--- src/hw/rtl/msc_pkg.sv ---
// ----------------------------------------------------------------------------
// msc_pkg
// Shared types and constants for the array-backed multiset block.
// ----------------------------------------------------------------------------
package msc_pkg;

  localparam int CAPACITY_ENTRIES = 32;
  localparam int DATA_W           = 32;
  localparam int KIND_W           = 2;
  localparam int CNT_W            = 6;

  typedef enum logic [KIND_W-1:0] {
    KIND_INSERT    = 2'd0,
    KIND_COUNT     = 2'd1,
    KIND_ERASE_ONE = 2'd2,
    KIND_ERASE_ALL = 2'd3
  } kind_t;

  // result handed from the sequencer to the output register
  typedef struct packed {
    logic             push;
    logic [CNT_W-1:0] match_count;
    logic             found;
    logic             rejected;
    logic [CNT_W-1:0] occupancy;
  } res_t;

endpackage

--- src/hw/rtl/msc_if.sv ---
// ----------------------------------------------------------------------------
// msc_if
// Valid/ready channels for requests and responses of the multiset block.
// ----------------------------------------------------------------------------
interface msc_req_if;
  logic                             valid;
  logic                             ready;
  logic [msc_pkg::KIND_W-1:0]       kind;
  logic signed [msc_pkg::DATA_W-1:0] value;

  modport source (output valid, output kind, output value, input ready);
  modport sink (input valid, input kind, input value, output ready);
endinterface

interface msc_rsp_if;
  logic                        valid;
  logic                        ready;
  logic [msc_pkg::CNT_W-1:0]   match_count;
  logic                        found;
  logic                        rejected;
  logic [msc_pkg::CNT_W-1:0]   occupancy;

  modport source (output valid, output match_count, output found, output rejected,
                  output occupancy, input ready);
  modport sink (input valid, input match_count, input found, input rejected,
                input occupancy, output ready);
endinterface

--- src/hw/rtl/msc_ram.sv ---
// ----------------------------------------------------------------------------
// msc_ram
// Generic simple dual-port RAM: one write port, one registered read port.
// ----------------------------------------------------------------------------
module msc_ram #(
  parameter int WIDTH = 32,
  parameter int DEPTH = 32,
  localparam int AW   = (DEPTH > 1) ? $clog2(DEPTH) : 1
) (
  input  logic             clk,
  input  logic             we,
  input  logic [AW-1:0]    waddr,
  input  logic [WIDTH-1:0] wdata,
  input  logic             re,
  input  logic [AW-1:0]    raddr,
  output logic [WIDTH-1:0] rdata
);

  logic [WIDTH-1:0] mem [DEPTH];

  always_ff @(posedge clk) begin
    if (we) begin
      mem[waddr] <= wdata;
    end
    if (re) begin
      rdata <= mem[raddr];
    end
  end

endmodule

--- src/hw/rtl/msc_ctrl.sv ---
// ----------------------------------------------------------------------------
// msc_ctrl
// Sequencer: scans the entry memory, counts matches, compacts or shifts.
// ----------------------------------------------------------------------------
module msc_ctrl #(
  parameter int CAPACITY_ENTRIES = msc_pkg::CAPACITY_ENTRIES,
  localparam int AW = (CAPACITY_ENTRIES > 1) ? $clog2(CAPACITY_ENTRIES) : 1,
  localparam int CW = $clog2(CAPACITY_ENTRIES + 1)
) (
  input  logic                        clk,
  input  logic                        rst,
  msc_req_if.sink                     req,
  input  logic                        out_free,
  output msc_pkg::res_t               res,
  output logic                        mem_we,
  output logic [AW-1:0]               mem_waddr,
  output logic [msc_pkg::DATA_W-1:0]  mem_wdata,
  output logic                        mem_re,
  output logic [AW-1:0]               mem_raddr,
  input  logic [msc_pkg::DATA_W-1:0]  mem_rdata
);

  typedef enum logic [3:0] {
    ST_IDLE   = 4'b0001,
    ST_SCAN   = 4'b0010,
    ST_SHIFT  = 4'b0100,
    ST_FINISH = 4'b1000
  } state_t;

  state_t                     state, state_next;
  msc_pkg::kind_t             kind, kind_next;
  logic [msc_pkg::DATA_W-1:0] value, value_next;
  logic [CW-1:0]              fill, fill_next;
  logic [CW-1:0]              idx, idx_next;
  logic                       rd_valid, rd_valid_next;
  logic [CW-1:0]              rd_pos, rd_pos_next;
  logic [CW-1:0]              wr, wr_next;
  logic [CW-1:0]              hits, hits_next;
  logic [CW-1:0]              last_pos, last_pos_next;
  logic                       hit, hit_next;
  logic                       found, found_next;
  logic                       rejected, rejected_next;

  logic                       accept;
  logic                       match;
  logic                       more;
  logic [CW-1:0]              back_pos;
  logic [CW+msc_pkg::CNT_W-1:0] hits_ext;
  logic [CW+msc_pkg::CNT_W-1:0] fill_ext;

  assign req.ready = (state == ST_IDLE);
  assign accept    = req.valid && req.ready;
  assign match     = rd_valid && (mem_rdata == value);
  assign more      = (idx < fill);
  assign back_pos  = rd_pos - CW'(1);
  assign hits_ext  = {{msc_pkg::CNT_W{1'b0}}, hits};
  assign fill_ext  = {{msc_pkg::CNT_W{1'b0}}, fill};

  always_comb begin
    state_next    = state;
    kind_next     = kind;
    value_next    = value;
    fill_next     = fill;
    idx_next      = idx;
    rd_valid_next = 1'b0;
    rd_pos_next   = rd_pos;
    wr_next       = wr;
    hits_next     = hits;
    last_pos_next = last_pos;
    hit_next      = hit;
    found_next    = found;
    rejected_next = rejected;
    mem_we        = 1'b0;
    mem_waddr     = wr[AW-1:0];
    mem_wdata     = mem_rdata;
    mem_re        = 1'b0;
    mem_raddr     = idx[AW-1:0];
    res.push        = 1'b0;
    res.match_count = hits_ext[msc_pkg::CNT_W-1:0];
    res.found       = found;
    res.rejected    = rejected;
    res.occupancy   = fill_ext[msc_pkg::CNT_W-1:0];

    unique case (state)
      ST_IDLE: begin
        if (accept) begin
          kind_next     = msc_pkg::kind_t'(req.kind);
          value_next    = req.value;
          idx_next      = '0;
          wr_next       = '0;
          hits_next     = '0;
          hit_next      = 1'b0;
          found_next    = 1'b0;
          rejected_next = 1'b0;
          if (msc_pkg::kind_t'(req.kind) == msc_pkg::KIND_INSERT) begin
            if (fill == CW'(CAPACITY_ENTRIES)) begin
              rejected_next = 1'b1;
            end else begin
              mem_we    = 1'b1;
              mem_waddr = fill[AW-1:0];
              mem_wdata = req.value;
              fill_next = fill + CW'(1);
            end
            state_next = ST_FINISH;
          end else begin
            state_next = ST_SCAN;
          end
        end
      end

      ST_SCAN: begin
        // read one entry per cycle; its data comes back in the next cycle
        if (more) begin
          mem_re        = 1'b1;
          idx_next      = idx + CW'(1);
          rd_valid_next = 1'b1;
          rd_pos_next   = idx;
        end
        if (match) begin
          if (kind == msc_pkg::KIND_ERASE_ONE) begin
            last_pos_next = rd_pos;
            hit_next      = 1'b1;
          end else begin
            hits_next = hits + CW'(1);
          end
        end
        // compaction writes land at or below the entry just read
        if (kind == msc_pkg::KIND_ERASE_ALL && rd_valid && !match) begin
          mem_we  = 1'b1;
          wr_next = wr + CW'(1);
        end
        if (!more && !rd_valid) begin
          unique case (kind)
            msc_pkg::KIND_ERASE_ONE: begin
              if (hit) begin
                idx_next   = last_pos + CW'(1);
                state_next = ST_SHIFT;
              end else begin
                state_next = ST_FINISH;
              end
            end
            msc_pkg::KIND_ERASE_ALL: begin
              fill_next  = wr;
              state_next = ST_FINISH;
            end
            default: begin
              state_next = ST_FINISH;
            end
          endcase
        end
      end

      ST_SHIFT: begin
        if (more) begin
          mem_re        = 1'b1;
          idx_next      = idx + CW'(1);
          rd_valid_next = 1'b1;
          rd_pos_next   = idx;
        end
        if (rd_valid) begin
          mem_we    = 1'b1;
          mem_waddr = back_pos[AW-1:0];
        end
        if (!more && !rd_valid) begin
          fill_next  = fill - CW'(1);
          found_next = 1'b1;
          state_next = ST_FINISH;
        end
      end

      ST_FINISH: begin
        if (out_free) begin
          res.push   = 1'b1;
          state_next = ST_IDLE;
        end
      end

      default: begin
        state_next = ST_IDLE;
      end
    endcase
  end

  always_ff @(posedge clk) begin
    if (rst) begin
      state    <= ST_IDLE;
      fill     <= '0;
      rd_valid <= 1'b0;
    end else begin
      state    <= state_next;
      fill     <= fill_next;
      rd_valid <= rd_valid_next;
    end
  end

  always_ff @(posedge clk) begin
    kind     <= kind_next;
    value    <= value_next;
    idx      <= idx_next;
    rd_pos   <= rd_pos_next;
    wr       <= wr_next;
    hits     <= hits_next;
    last_pos <= last_pos_next;
    hit      <= hit_next;
    found    <= found_next;
    rejected <= rejected_next;
  end

endmodule

--- src/hw/rtl/multiset_count_insert_erase.sv ---
// ----------------------------------------------------------------------------
// multiset_count_insert_erase
// Multiset of signed 32-bit values held in insertion order in a single entry RAM.
// ----------------------------------------------------------------------------
// throughput: one request at a time, set by the single-read-port RAM scan
//   at one entry per cycle (erase one scans, then shifts the tail)
// a finished response waits in the output register while the next request
//   is taken; synchronous reset empties the store, the RAM is not cleared
module multiset_count_insert_erase #(
  parameter int CAPACITY_ENTRIES = msc_pkg::CAPACITY_ENTRIES
) (
  input  logic      clk,
  input  logic      rst,
  msc_req_if.sink   req,
  msc_rsp_if.source rsp
);

  localparam int AW = (CAPACITY_ENTRIES > 1) ? $clog2(CAPACITY_ENTRIES) : 1;

  msc_pkg::res_t              res;
  logic                       out_free;
  logic                       mem_we;
  logic [AW-1:0]              mem_waddr;
  logic [msc_pkg::DATA_W-1:0] mem_wdata;
  logic                       mem_re;
  logic [AW-1:0]              mem_raddr;
  logic [msc_pkg::DATA_W-1:0] mem_rdata;

  assign out_free = !rsp.valid || rsp.ready;

  msc_ctrl #(
    .CAPACITY_ENTRIES(CAPACITY_ENTRIES)
  ) u_ctrl (
    .clk       (clk),
    .rst       (rst),
    .req       (req),
    .out_free  (out_free),
    .res       (res),
    .mem_we    (mem_we),
    .mem_waddr (mem_waddr),
    .mem_wdata (mem_wdata),
    .mem_re    (mem_re),
    .mem_raddr (mem_raddr),
    .mem_rdata (mem_rdata)
  );

  msc_ram #(
    .WIDTH(msc_pkg::DATA_W),
    .DEPTH(CAPACITY_ENTRIES)
  ) u_ram (
    .clk   (clk),
    .we    (mem_we),
    .waddr (mem_waddr),
    .wdata (mem_wdata),
    .re    (mem_re),
    .raddr (mem_raddr),
    .rdata (mem_rdata)
  );

  // output register
  always_ff @(posedge clk) begin
    if (rst) begin
      rsp.valid <= 1'b0;
    end else if (res.push) begin
      rsp.valid <= 1'b1;
    end else if (rsp.ready) begin
      rsp.valid <= 1'b0;
    end
  end

  always_ff @(posedge clk) begin
    if (res.push) begin
      rsp.match_count <= res.match_count;
      rsp.found       <= res.found;
      rsp.rejected    <= res.rejected;
      rsp.occupancy   <= res.occupancy;
    end
  end

endmodule

--- src/flat_wrapper.sv ---
// flat-port wrapper written by rule: the top's interface ports become plain ports
module multiset_count_insert_erase_flat 
#(
  parameter int CAPACITY_ENTRIES = msc_pkg::CAPACITY_ENTRIES
)
  (clk, rst, req_valid, req_kind, req_value, req_ready, rsp_valid, rsp_match_count, rsp_found, rsp_rejected, rsp_occupancy, rsp_ready);
  msc_req_if req_i ();
  msc_rsp_if rsp_i ();
  input  logic clk;
  input  logic rst;
  input wire logic [$bits(req_i.valid)-1:0] req_valid;
  input wire logic [$bits(req_i.kind)-1:0] req_kind;
  input wire logic [$bits(req_i.value)-1:0] req_value;
  output wire logic [$bits(req_i.ready)-1:0] req_ready;
  output wire logic [$bits(rsp_i.valid)-1:0] rsp_valid;
  output wire logic [$bits(rsp_i.match_count)-1:0] rsp_match_count;
  output wire logic [$bits(rsp_i.found)-1:0] rsp_found;
  output wire logic [$bits(rsp_i.rejected)-1:0] rsp_rejected;
  output wire logic [$bits(rsp_i.occupancy)-1:0] rsp_occupancy;
  input wire logic [$bits(rsp_i.ready)-1:0] rsp_ready;
  assign req_i.valid = req_valid;
  assign req_i.kind = req_kind;
  assign req_i.value = req_value;
  assign req_ready = req_i.ready;
  assign rsp_valid = rsp_i.valid;
  assign rsp_match_count = rsp_i.match_count;
  assign rsp_found = rsp_i.found;
  assign rsp_rejected = rsp_i.rejected;
  assign rsp_occupancy = rsp_i.occupancy;
  assign rsp_i.ready = rsp_ready;
  multiset_count_insert_erase #(.CAPACITY_ENTRIES(CAPACITY_ENTRIES)) u_core (.clk(clk), .rst(rst), .req(req_i), .rsp(rsp_i));
endmodule
--- config.mk ---
export PLATFORM = sky130hd
export DESIGN_NAME = multiset_count_insert_erase_flat
export DESIGN_NICKNAME = d
export VERILOG_FILES = /design/src/hw/rtl/msc_pkg.sv /design/src/hw/rtl/msc_if.sv /design/src/hw/rtl/msc_ram.sv /design/src/hw/rtl/msc_ctrl.sv /design/src/hw/rtl/multiset_count_insert_erase.sv /design/src/flat_wrapper.sv
export SDC_FILE = /design/constraint.sdc
export NUM_CORES = 1
export LEC_CHECK = 0
export BUFFER_PORTS_ARGS = -buffer_cell sky130_fd_sc_hd__buf_2
export CELL_PAD_IN_SITES_DETAIL_PLACEMENT = 0
export CELL_PAD_IN_SITES_GLOBAL_PLACEMENT = 1
export CORE_UTILIZATION = 51
export DETAILED_ROUTE_END_ITERATION = 10
export PLACE_DENSITY = 0.77
export SYNTH_ARGS = -nofsm -noshare
export SYNTH_HDL_FRONTEND = slang
export SYNTH_SLANG_ARGS = --single-unit
--- constraint.sdc ---
create_clock -name clk -period 9.3 [get_ports clk]
set_input_delay 1.86 -clock clk [delete_from_list [all_inputs] [get_ports clk]]
set_output_delay 1.86 -clock clk [all_outputs]
set_load 0.01 [all_outputs]
==> summary.txt <==
Busiest grt layer: met2
EDFF count, synth: 1137
XOR/XNOR share of the synthesized area: 1.03%
Area contributors post-synth: edfxtp_1 (76%), mux4_2 (16%), mux2_2 (1.6%), xnor2_1 (0.84%), dfxtp_1 (0.53%)
Die outline width: 299 um
Largest net degree at the start of global routing: 146
Clock sinks: 1149
Slew margin rel.: 8.80%
Hold_sp: u_core.u_ctrl.rd_pos[5]
Main flop type after synthesis: edfxtp_1
Largest family of logic cells by synthesized area: multiplexers
Synthesis-to-layout area growth: 12.4%
Average vias per placed instance: 6.23
Die ar.: 89500 um^2
RSZ-0062 raised after global routing: false
Worst Path Required: 9.60 ns
Clock Root Buffer: clkbuf_16
Synthesized area: 45000 um^2
Min-Delay Path Class: flop to flop
Setup violations, final: 0
Clock period minus worst slack: 5.14 ns
Worst-Skew Late Latency: 0.69 ns
Post-synthesis compound-gate area fraction: 1.11%
Sequential area share after synthesis: 76.4%
Register bit total from synthesis: 1149
Tcrit/Tclk final: 55.3%
Cells after DPL: 3107
Crit end category: flop
Met2 Use GR: 36.6%
DP HPWL: 56.3 mm
Outcome: finished, final reports clean
Syn Nets: 1992
Vias in the first global route: 21157
Worst setup path class: primary input to flop
Grt met3 use: 4.81%
Pins Over Slew Limit: 0
1st-iter DRT viols: 2474
Maxcap violations: 0
Placeable Area: 87200 um^2
Yosys warns: 0
Leakage power: 15.7 nW
FMAX: 194 MHz
Nets: 2121
Global route total overflow: 0
Cell variety after synth: 70
Final setup TNS: 0 ns
WL per Instance: 30.3 um
Top flop regs: u_core.u_ram.mem (1024), u_core.u_ctrl.value (32), u_core.u_ram.rdata (32)
Met1 usage: 32.4%
Max reg flops: 1024
Htree depth: 3
Postcts setup bufs: 0
Routed Antenna Nets: 0
Top cell type's share of synthesized area: 75.8%
Placed instance area: 46900 um^2
Most frequent cells in the layout: edfxtp_1 (1137), mux4_2 (320), clkbuf_16 (118)
IO buf count: 53
CTS tree: yes
Layout cell share with drive strength beyond 1: 33.2%
Commonest non-fill, non-tap cell in the layout: edfxtp_1
PD cells: 267 nW/um^2
Drt drc: 0
Post-CTS resize count: 0
CTS Buffer Depth: 3
Crit Path Max Fanout: 33
CP Launch Type: primary input
Filler instances: 6140
Async SR Flop Fraction: 0%
Gate Count Post-Synth: 1939
1st-pass router iterations: 5
Initial antenna violation count: 9
Worst Skew: 0.0403 ns
Dpl ws: 3.48 ns
Critical path arrival: 5.45 ns
Final non-filler cell total: 3325
RR Startpoint: u_core.u_ctrl.state[3]
I/O pin cnt: 54
Clock Pin Slew Worst Setup and Hold Paths: 0.06 ns
Final wirelength: 101 mm
CP startpoint: req_kind[1]
Adder-Cell Fraction of Synth Area: 0.434%
Slew at the pin with the worst max-slew slack: 1.37 ns
Post-synth top area cell: edfxtp_1
Worst setup margin: 4.16 ns
Mux share of post-synthesis cell area: 17.7%
Synthesized area per cell: 23.2 um^2
Final Hold Vio Count: 0
# rows: 108
Gr usage total: 22.8%
Initial core utilization: 51.7%
Hold-fix buffers at CTS: 0
Cell area after layout: 50600 um^2
Post-Synth Simple-Gate Area: 2.05%
First-pass GRT wire length: 146 mm
Worst vdd ir: 0.512 mV
Total CTS buffers: 114
Via count: 20720
Die Span Y: 299 um
GPL Wtd Cong: 0.820
Largest reg by FF count: u_core.u_ram.mem
## path summary, 6_finish.rpt
| kind | end | slack (ns) | cells past startpoint |
|---|---|---|---|
| max | u_core.u_ram.mem[13][18] | 4.16 | 9 |
| min | u_core.u_ctrl.last_pos[5] | 0.44 | 0 |
| max reg2reg | u_core.u_ram.mem[13][18] | 4.86 | 9 |
| min reg2reg | u_core.u_ctrl.last_pos[5] | 0.44 | 0 |
## where the power goes
group	internal [mW]	switching, mW
Sequential	5.96	0.0799
Combinational	1.39	1.58
Clock	2.62	1.90
Total	9.98	3.56
## synthesized netlist by cell type, types with 15 or more instances
cell type,count
clkbuf_1,39
nor2_1,38
nand2_1,22
edfxtp_1,1137
nor3_1,21
mux2_2,65
buf_2,22
xnor2_1,43
mux4_2,320
buf_4,15
## stage by stage
| step | power [mW] | utilization [%] | hold slack [ns] |
|---|---|---|---|
| 2_1_floorplan | 8.32 | - | 0.400 |
| 3_3_place_gp | 9.10 | 53.8 | 0.404 |
| 3_5_place_dp | 9.14 | 53.8 | 0.428 |
| 4_1_cts | 13.6 | 58.1 | 0.443 |
| 5_1_grt | 14.0 | 58.1 | 0.463 |
| 6_report | 13.5 | 58.1 | 0.444 |
## final cells by class
class / instances / area (um^2) / share of cell area, %
repair buffers: 108 / 716 / 1.41
multi-input cells: 678 / 10300 / 20.3
inverters: 17 / 73.8 / 0.146
clock buffers: 140 / 3040 / 6.00
diodes: 2 / 5.00 / 0.00989
clock inverters: 76 / 692 / 1.37
well taps: 1155 / 1450 / 2.85
flip-flops and latches: 1149 / 34400 / 67.9
## worst max-delay path: stages
cell      delay, ns
buf_2          0.13
nor3b_2        0.60
o211a_2        0.32
buf_4          0.45
o211ai_1       0.25
nor2_1         0.21
nand2_1        0.19
nor3_2         0.87
buf_4          0.51
## cell families (layout without fill, tap and decap cells)
family | after synthesis | after routing
flops | 1149 | 1149
simple gates | 157 | 157
compound gates | 64 | 64
fa+ha+maj | 15 | 15
mux | 389 | 389
other cells | 0 | 2
xor+xnor | 53 | 53
buf+inv | 112 | 341
## routing by layer
metal  wire [um]  vias to the layer above
met5          13                        -
met4        1920                        2
met3        8660                      109
met2       49600                      959
met1       40500                    11110
li1            -                     8540
Note: power is estimated with default switching activity, not from simulation.
